`config.mk`:
```
export PLATFORM = sky130hd
export DESIGN_NAME = pareto_front_selector
export DESIGN_NICKNAME = d
export VERILOG_FILES = /design/src/rtl/pfs_pkg.sv /design/src/rtl/pfs_datapath.sv /design/src/rtl/pfs_controller.sv /design/src/rtl/pareto_front_selector.sv
export VERILOG_INCLUDE_DIRS = /design/src /design/src/rtl
export SDC_FILE = /design/constraint.sdc
export NUM_CORES = 2
export LEC_CHECK = 0
export BUFFER_PORTS_ARGS = -buffer_cell sky130_fd_sc_hd__buf_2
export CAP_MARGIN = 40
export CORE_AREA = 2 2 528 530
export CTS_BUF_LIST = sky130_fd_sc_hd__clkbuf_8
export DETAILED_ROUTE_END_ITERATION = 6
export DIE_AREA = 0 0 530 532
export PLACE_DENSITY_LB_ADDON = 0.12
export SYNTH_ARGS = -nofsm -noshare
export SYNTH_HDL_FRONTEND = slang
export SYNTH_SLANG_ARGS = --single-unit
```
`constraint.sdc`:
```
create_clock -name clock -period 3.7 [get_ports clock]
set_input_delay 0.74 -clock clock [delete_from_list [all_inputs] [get_ports clock]]
set_output_delay 0.74 -clock clock [all_outputs]
set_load 0.05 [all_outputs]
```
`src/rtl/pareto_front_selector_macros.svh`:
```
// Assertion macros used by the pareto front selector top level.
`ifndef PARETO_FRONT_SELECTOR_MACROS_SVH
`define PARETO_FRONT_SELECTOR_MACROS_SVH
`ifndef SYNTHESIS
// Same-cycle implication, disabled while reset is high.
`define PFS_ASSERT_IMPL(label, clk, rst, ante, cons) \
   label: assert property (@(posedge clk) disable iff (rst) (ante) |-> (cons)) \
      else $error("same-cycle check failed");
// Next-cycle implication, disabled while reset is high.
`define PFS_ASSERT_NEXT(label, clk, rst, ante, cons) \
   label: assert property (@(posedge clk) disable iff (rst) (ante) |=> (cons)) \
      else $error("next-cycle check failed");
`else
`define PFS_ASSERT_IMPL(label, clk, rst, ante, cons)
`define PFS_ASSERT_NEXT(label, clk, rst, ante, cons)
`endif
`endif

```
`src/rtl/pfs_pkg.sv`:
```
// Types and constants shared by the pareto front selector modules.
package pfs_pkg;

   localparam int TIME_W       = 31;
   localparam int SCORE_W      = 16;
   localparam int NUM_W        = 7;
   localparam int REQ_DATA_W   = 48;
   localparam int RSP_DATA_W   = 8;
   localparam int RSP_USER_W   = 2;
   localparam int USER_KEPT_BIT = 0;
   localparam int USER_OVFL_BIT = 1;

   // Commands from the controller to the datapath.
   typedef struct packed {
      logic load;       // a request is accepted this cycle
      logic cand_rd;    // read the candidate entry from the store
      logic cand_cap;   // capture the candidate and restart the scan
      logic scan;       // step the comparison scan
      logic keep_k;     // remember the candidate as the newest kept item
      logic emit_prev;  // send the previously kept item as a non-final result
      logic next_k;     // move to the next candidate
      logic flush;      // send the closing result and clear the set
   } pfs_cmd_type;

   // Status from the datapath to the controller.
   typedef struct packed {
      logic scan_done;
      logic kept;
      logic k_last;
      logic have_prev;
      logic out_free;
   } pfs_status_type;

endpackage

```
`src/rtl/pfs_datapath.sv`:
```
// Datapath: item store, comparison scan, kept-item buffer and result register.
module pfs_datapath #(
   parameter int MAX_ITEMS = 64
) (
   input  logic                          clock,
   input  logic                          reset,
   input  logic [pfs_pkg::REQ_DATA_W-1:0] req_tdata,
   input  logic                          req_tlast,
   input  pfs_pkg::pfs_cmd_type          cmd,
   output pfs_pkg::pfs_status_type       status,
   output logic                          rsp_tvalid,
   input  logic                          rsp_tready,
   output logic [pfs_pkg::RSP_DATA_W-1:0] rsp_tdata,
   output logic [pfs_pkg::RSP_USER_W-1:0] rsp_tuser,
   output logic                          rsp_tlast
);
   import pfs_pkg::*;

   localparam int CW = $clog2(MAX_ITEMS + 1);
   localparam int IW = (MAX_ITEMS > 1) ? $clog2(MAX_ITEMS) : 1;
   localparam logic [CW-1:0] MAX_COUNT = CW'(MAX_ITEMS);

   logic [TIME_W-1:0]  mem_time  [MAX_ITEMS];
   logic [SCORE_W-1:0] mem_score [MAX_ITEMS];
   logic [TIME_W-1:0]  rd_time_ff;
   logic [SCORE_W-1:0] rd_score_ff;
   logic [IW-1:0]      rd_addr;

   logic [CW-1:0]      count_ff, count_in;
   logic               ovfl_ff, ovfl_in;
   logic [CW-1:0]      k_ff, k_in;
   logic [CW-1:0]      j_ff, j_in;
   logic               pend_ff, pend_in;
   logic [TIME_W-1:0]  cand_time_ff, cand_time_in;
   logic [SCORE_W-1:0] cand_score_ff, cand_score_in;
   logic [SCORE_W-1:0] earlier_max_ff, earlier_max_in;
   logic [SCORE_W-1:0] same_max_ff, same_max_in;
   logic [NUM_W-1:0]   prev_ff, prev_in;
   logic               have_prev_ff, have_prev_in;
   logic               out_valid_ff, out_valid_in;
   logic [NUM_W-1:0]   out_num_ff, out_num_in;
   logic               out_kept_ff, out_kept_in;
   logic               out_last_ff, out_last_in;
   logic               out_ovfl_ff, out_ovfl_in;

   logic               has_room;
   logic               issue;
   logic               out_free;
   logic [NUM_W-1:0]   k_number;

   assign has_room = count_ff < MAX_COUNT;
   assign issue    = cmd.scan && (j_ff < count_ff);
   assign out_free = !out_valid_ff || rsp_tready;
   assign k_number = NUM_W'(k_ff) + NUM_W'(1);
   assign rd_addr  = cmd.cand_rd ? k_ff[IW-1:0] : j_ff[IW-1:0];

   // Store: one write port for loading, one registered read port.
   always_ff @(posedge clock) begin
      if (cmd.load && has_room) begin
         mem_time[count_ff[IW-1:0]]  <= req_tdata[TIME_W-1:0];
         mem_score[count_ff[IW-1:0]] <= req_tdata[TIME_W+SCORE_W-1:TIME_W];
      end
      rd_time_ff  <= mem_time[rd_addr];
      rd_score_ff <= mem_score[rd_addr];
   end

   always_comb begin
      count_in       = count_ff;
      ovfl_in        = ovfl_ff;
      k_in           = k_ff;
      j_in           = j_ff;
      pend_in        = pend_ff;
      cand_time_in   = cand_time_ff;
      cand_score_in  = cand_score_ff;
      earlier_max_in = earlier_max_ff;
      same_max_in    = same_max_ff;
      prev_in        = prev_ff;
      have_prev_in   = have_prev_ff;
      out_valid_in   = out_valid_ff && !rsp_tready;
      out_num_in     = out_num_ff;
      out_kept_in    = out_kept_ff;
      out_last_in    = out_last_ff;
      out_ovfl_in    = out_ovfl_ff;

      if (cmd.load) begin
         if (has_room) begin
            count_in = count_ff + CW'(1);
         end else begin
            ovfl_in = 1'b1;
         end
         if (req_tlast) begin
            k_in = '0;
         end
      end

      if (cmd.cand_cap) begin
         cand_time_in   = rd_time_ff;
         cand_score_in  = rd_score_ff;
         earlier_max_in = '0;
         same_max_in    = '0;
         j_in           = '0;
         pend_in        = 1'b0;
      end

      if (cmd.scan) begin
         pend_in = issue;
         if (issue) begin
            j_in = j_ff + CW'(1);
         end
         if (pend_ff) begin
            if (rd_time_ff < cand_time_ff) begin
               if (rd_score_ff > earlier_max_ff) begin
                  earlier_max_in = rd_score_ff;
               end
            end else if (rd_time_ff == cand_time_ff) begin
               if (rd_score_ff > same_max_ff) begin
                  same_max_in = rd_score_ff;
               end
            end
         end
      end

      if (cmd.emit_prev) begin
         out_valid_in = 1'b1;
         out_num_in   = prev_ff;
         out_kept_in  = 1'b1;
         out_last_in  = 1'b0;
         out_ovfl_in  = ovfl_ff;
      end

      if (cmd.keep_k) begin
         prev_in      = k_number;
         have_prev_in = 1'b1;
      end

      if (cmd.next_k) begin
         k_in = k_ff + CW'(1);
      end

      if (cmd.flush) begin
         out_valid_in = 1'b1;
         out_num_in   = have_prev_ff ? prev_ff : '0;
         out_kept_in  = have_prev_ff;
         out_last_in  = 1'b1;
         out_ovfl_in  = ovfl_ff;
         count_in     = '0;
         ovfl_in      = 1'b0;
         have_prev_in = 1'b0;
         k_in         = '0;
      end
   end

   always_ff @(posedge clock) begin
      if (reset) begin
         count_ff     <= '0;
         ovfl_ff      <= 1'b0;
         k_ff         <= '0;
         j_ff         <= '0;
         pend_ff      <= 1'b0;
         have_prev_ff <= 1'b0;
         out_valid_ff <= 1'b0;
      end else begin
         count_ff     <= count_in;
         ovfl_ff      <= ovfl_in;
         k_ff         <= k_in;
         j_ff         <= j_in;
         pend_ff      <= pend_in;
         have_prev_ff <= have_prev_in;
         out_valid_ff <= out_valid_in;
      end
   end

   always_ff @(posedge clock) begin
      cand_time_ff   <= cand_time_in;
      cand_score_ff  <= cand_score_in;
      earlier_max_ff <= earlier_max_in;
      same_max_ff    <= same_max_in;
      prev_ff        <= prev_in;
      out_num_ff     <= out_num_in;
      out_kept_ff    <= out_kept_in;
      out_last_ff    <= out_last_in;
      out_ovfl_ff    <= out_ovfl_in;
   end

   // A candidate survives when it tops its own time and beats everything earlier, or is a zero score at time zero.
   assign status.kept = (cand_score_ff == same_max_ff) &&
                        ((cand_score_ff > earlier_max_ff) ||
                         ((cand_score_ff == '0) && (cand_time_ff == '0)));
   assign status.scan_done = !pend_ff && (j_ff == count_ff);
   assign status.k_last    = (k_ff == (count_ff - CW'(1)));
   assign status.have_prev = have_prev_ff;
   assign status.out_free  = out_free;

   assign rsp_tvalid = out_valid_ff;
   assign rsp_tdata  = RSP_DATA_W'(out_num_ff);
   assign rsp_tlast  = out_last_ff;
   always_comb begin
      rsp_tuser                = '0;
      rsp_tuser[USER_KEPT_BIT] = out_kept_ff;
      rsp_tuser[USER_OVFL_BIT] = out_ovfl_ff;
   end

endmodule

```
`src/rtl/pfs_controller.sv`:
```
// Controller: sequences loading, per-candidate scans and result delivery.
module pfs_controller (
   input  logic                    clock,
   input  logic                    reset,
   input  logic                    req_tvalid,
   input  logic                    req_tlast,
   output logic                    req_tready,
   input  pfs_pkg::pfs_status_type status,
   output pfs_pkg::pfs_cmd_type    cmd
);
   import pfs_pkg::*;

   typedef enum logic [2:0] {
      S_LOAD,
      S_CAND,
      S_CLOAD,
      S_SCAN,
      S_DECIDE,
      S_FLUSH
   } state_type;

   state_type state_ff, state_in;

   always_comb begin
      state_in   = state_ff;
      cmd        = '0;
      req_tready = 1'b0;
      unique case (state_ff)
         S_LOAD: begin
            req_tready = 1'b1;
            cmd.load   = req_tvalid;
            if (req_tvalid && req_tlast) begin
               state_in = S_CAND;
            end
         end
         S_CAND: begin
            cmd.cand_rd = 1'b1;
            state_in    = S_CLOAD;
         end
         S_CLOAD: begin
            cmd.cand_cap = 1'b1;
            state_in     = S_SCAN;
         end
         S_SCAN: begin
            cmd.scan = 1'b1;
            if (status.scan_done) begin
               state_in = S_DECIDE;
            end
         end
         S_DECIDE: begin
            // A new kept item pushes the held one out, which needs the output slot.
            if (!(status.kept && status.have_prev && !status.out_free)) begin
               cmd.keep_k    = status.kept;
               cmd.emit_prev = status.kept && status.have_prev;
               if (status.k_last) begin
                  state_in = S_FLUSH;
               end else begin
                  cmd.next_k = 1'b1;
                  state_in   = S_CAND;
               end
            end
         end
         S_FLUSH: begin
            if (status.out_free) begin
               cmd.flush = 1'b1;
               state_in  = S_LOAD;
            end
         end
         default: begin
            state_in = S_LOAD;
         end
      endcase
   end

   always_ff @(posedge clock) begin
      if (reset) begin
         state_ff <= S_LOAD;
      end else begin
         state_ff <= state_in;
      end
   end

endmodule

```
`src/rtl/pareto_front_selector.sv`:
```
// Top level of the pareto front selector: controller, datapath and checks.
// Loading takes one request per cycle. After the request marked last, each of the N
// stored items is checked by a scan over all N entries of a single-read-port store.
// The next set is accepted once the closing result sits in the output register.
// Synchronous active-high reset empties the set and drops any pending result.
`include "pareto_front_selector_macros.svh"
module pareto_front_selector #(
   parameter int MAX_ITEMS = 64
) (
   input  logic                           clock,
   input  logic                           reset,
   // Request channel.
   input  logic                           req_tvalid,
   output logic                           req_tready,
   // Fields from bit 0: time_value [30:0], score_value [46:31], zero pad [47].
   input  logic [pfs_pkg::REQ_DATA_W-1:0] req_tdata,
   input  logic                           req_tlast,    // final_item
   // Result channel.
   output logic                           rsp_tvalid,
   input  logic                           rsp_tready,
   // Fields from bit 0: item_number [6:0], zero pad [7].
   output logic [pfs_pkg::RSP_DATA_W-1:0] rsp_tdata,
   // Fields from bit 0: any_kept [0], capacity_overflow [1].
   output logic [pfs_pkg::RSP_USER_W-1:0] rsp_tuser,
   output logic                           rsp_tlast     // final_result
);
   import pfs_pkg::*;

   pfs_cmd_type    cmd;
   pfs_status_type status;
   logic           none_kept;

   // The controller walks the candidates one at a time and tells the datapath
   // when to load, read, scan and deliver.
   pfs_controller u_ctrl (
      .clock      (clock),
      .reset      (reset),
      .req_tvalid (req_tvalid),
      .req_tlast  (req_tlast),
      .req_tready (req_tready),
      .status     (status),
      .cmd        (cmd)
   );

   // The datapath holds the store, the running maxima for the current
   // candidate, one kept item held back so the last result can be marked,
   // and the output register.
   pfs_datapath #(
      .MAX_ITEMS (MAX_ITEMS)
   ) u_dp (
      .clock      (clock),
      .reset      (reset),
      .req_tdata  (req_tdata),
      .req_tlast  (req_tlast),
      .cmd        (cmd),
      .status     (status),
      .rsp_tvalid (rsp_tvalid),
      .rsp_tready (rsp_tready),
      .rsp_tdata  (rsp_tdata),
      .rsp_tuser  (rsp_tuser),
      .rsp_tlast  (rsp_tlast)
   );

   // A result is on offer that reports no kept item.
   assign none_kept = rsp_tvalid && !rsp_tuser[USER_KEPT_BIT];

   // While new requests are taken, only the closing result of the previous set may wait.
   `PFS_ASSERT_IMPL(a_load_only_after_close, clock, reset, req_tready && rsp_tvalid, rsp_tlast)
   // A result without a kept item is the single closing result and carries number zero.
   `PFS_ASSERT_IMPL(a_none_kept_form, clock, reset, none_kept, rsp_tlast && (rsp_tdata == '0))
   // A kept item always has a nonzero arrival number.
   `PFS_ASSERT_IMPL(a_kept_number, clock, reset, rsp_tvalid && rsp_tuser[USER_KEPT_BIT], rsp_tdata != '0)
   // The request marked last closes loading until the set has been evaluated.
   `PFS_ASSERT_NEXT(a_stop_after_last, clock, reset, req_tvalid && req_tready && req_tlast, !req_tready)

endmodule

```
==> impl_metrics.tcl <==
set metrics [dict create \
    status "completed" \
    ir_worst_vdd_uv 338 \
    antenna_found_initial 19 \
    power_density_nw_per_um2 508 \
    min_path_type "primary input to flip-flop" \
    initial_core_util 0.449 \
    wirelength_mm 418 \
    ios 66 \
    port_buffers 63 \
    final_layout_size_suffix_gt1_frac 0.220 \
    grt-ovfl-total 0 \
    synth_edf_count 3071 \
    final_max_slew_viol_count 0 \
    cts_max_path_buffers 4 \
    crit_type "flip-flop to flip-flop" \
    start_kind "flip-flop" \
    max_freq_mhz 276 \
    synth_commonest_cells "3071 x edfxtp_1, 971 x nand2_1, 413 x mux4_2" \
    crit_buf_inv 4 \
    critPathSlowestCell "mux2i_4" \
    period_share 0.980 \
    dieArea_sq_um 282000 \
    clock_skew_ns 0.0683 \
    post-place-ws_ns 0.0857 \
    antenna_left 0 \
    syn_inst 7071 \
    post-synth-top-area-cell "edfxtp_1" \
    grt_pass1_vias 71002 \
    max_slew.worst_pin.slew_ns 0.930 \
    critPathRequiredTime_ns 4.85 \
    path_clk_slew_ns 0.06 \
    track_usage 0.293 \
    drt_pass1_iterations 6 \
    synth_cell_types 74 \
    setup_viol 0 \
    dp.cells 10983 \
    power.total_uw 73900 \
    ys_dominant_reg_cell "edfxtp_1" \
    maxCapViolations 0 \
    rows 193 \
    numCtsBuffers 542 \
    syn_nets 7214 \
    yosysSeqAreaShare 0.762 \
    synth_warnings 0 \
    ys_async_sr_fraction 0 \
    p_leak_uw 0.0497 \
    crit_family "simple AND/OR/NAND/NOR gates" \
    via_per_inst 6.13 \
    avgSynthCellArea_sq_um 17.5 \
    drtIter0Drc 10503 \
    place_hpwl_mm 241 \
    cts_max_level 6 \
    areaGrowthSynthToFinish_pct 17.3 \
    min_period_ns 3.62 \
    crit_fanout 45 \
    hold_depth 2 \
    grt_pass1_wl_mm 571 \
    fin_nets 8018 \
    slew_headroom 0.380 \
    synth_top_cell_area_share 0.744 \
    syn-cell-area_sq_um 124000 \
    end_kind "flip-flop" \
    critPathArrivalTime_ns 4.77 \
    cts_tree "built" \
    rsz0062_at_grt "false" \
    grt_max_degree 67 \
    ys_seq_elements 3179 \
    synth_area_leaders "edfxtp_1 74%, mux4_2 7.5%, nand2_1 2.9%" \
    cts_root_buf "clkbuf_8" \
    die_w_microns 530 \
    crit_chain "or3b_4, buf_12, mux2i_4, nand2_1, buf_12, o22ai_1, nor4_1, buf_4, o2111a_1, nand4_1, buf_4" \
    synth_most_common_cell "edfxtp_1" \
    die_h_microns 532 \
    coreArea_sq_um 276000 \
    drc 0 \
    cp.depth 11 \
    cts.repair.resized 0 \
    cts.sinks 3179 \
    vias 73666 \
    wire_per_inst_microns 34.8 \
    cp_slowest_stage_delay_ns 0.81 \
    layout_setup_ws_ns 0.0757 \
    whs_ns 0.0382 \
    final_hold_viol_count 0 \
    final_cells 12008 \
    gp_congestion 0.884 \
    clk_latency_ns 1.18 \
    rr_worst_depth 11 \
]
-- placed cells by master (no fill, tap or decap), drive strengths merged, types with 22 or more instances in the layout --
cell / instances
a21oi: 140
nor2: 146
nand2: 972
o21ai: 58
buf: 612
o22ai: 54
dfxtp: 108
clkinv: 150
nor4: 45
ha: 90
a221oi: 37
dlygate4sd3: 44
a31oi: 30
xor2: 22
inv: 374
a211oi: 79
mux4: 413
a22oi: 143
a311oi: 42
a32oi: 23
clkbuf: 566
or3: 28
edfxtp: 3071
nand3: 377
o2111ai: 46
a2111oi: 36
nor3: 29
mux2i: 272
nand4: 66
-- repair_timing --
item | CTS | global route
setup buffers | 0 | 2
hold buffers | 38 | 6
setup endpoints to repair | 0 | 2
endpoints found under the hold margin | 438 | 15
-- registers in the layout, summed over array words and instances (netlist names) --
name,cells
u_dp.mem_time,1984
u_dp.mem_score,1024
u_dp.cand_time_ff,31
u_dp.rd_time_ff,31
u_dp.cand_score_ff,16
u_dp.earlier_max_ff,16
u_dp.rd_score_ff,16
u_dp.same_max_ff,16
u_dp.count_ff,7
u_dp.j_ff,7
u_dp.k_ff,7
u_dp.out_num_ff,7
u_dp.prev_ff,7
u_ctrl.state_ff,3
u_dp.have_prev_ff,1
u_dp.out_kept_ff,1
u_dp.out_ovfl_ff,1
u_dp.ovfl_ff,1
u_dp.pend_ff,1
u_dp.rsp_tlast,1
u_dp.rsp_tvalid,1
-- final timing paths --
check,start,slack [ns],endpoint
worst max-delay path,u_ctrl.state_ff[0],0.08,u_dp.rd_score_ff[2]
worst min-delay path,req_tdata[1],0.04,u_dp.mem_time[46][1]
worst max register to register,u_ctrl.state_ff[0],0.08,u_dp.rd_score_ff[2]
worst min register to register,u_dp.ovfl_ff,0.44,u_dp.out_ovfl_ff
-- stage by stage --
step | util | setup TNS (ns) | area (sq um)
detailed placement | 0.488 | 0 | 135000
finish | 0.527 | 0 | 145000
floorplan | - | 0 | 124000
global placement | 0.485 | -0.985 | 134000
CTS | 0.526 | 0 | 145000
global route | 0.527 | 0 | 145000
-- logic make-up after synthesis --
| kind of cell | after synthesis | synth area share |
|---|---|---|
| muxes | 699 | 0.0985 |
| other | 1 | 0.0000303 |
| AOI/OAI and AO/OA | 768 | 0.0446 |
| buffers and inverters | 537 | 0.0209 |
| and+or+nand+nor | 1761 | 0.0628 |
| DFF | 3179 | 0.762 |
| xor gates and xnor gates | 36 | 0.00254 |
| adders and majority gates | 90 | 0.00909 |
-- layout make-up --
type | count | area (sq um)
Antenna cell | 10 | 25.0
Clock buffer | 566 | 7790
Clock inverter | 396 | 2240
Fill cell | 22379 | 130000
Inverter | 140 | 526
Multi-Input combinational cell | 3355 | 27700
Sequential cell | 3179 | 94400
Tap cell | 3705 | 4640
Timing Repair Buffer | 657 | 8030
-- power breakdown --
part,switching (uW),internal [uW],leakage (uW)
clock,14800,14900,0.00583
combinational,2370,1320,0.0154
sequential,488,40000,0.0285
-- metal layers --
layer / vias up / track usage / routed length, microns
met1: 38996 / 0.417 / 168000
met4: 2 / 0.112 / 17200
met2: 4025 / 0.450 / 193000
met5: - / 0 / 15
met3: 767 / 0.0512 / 39500
li1: 29876 / - / -
Power figures use the tool's default switching activity.
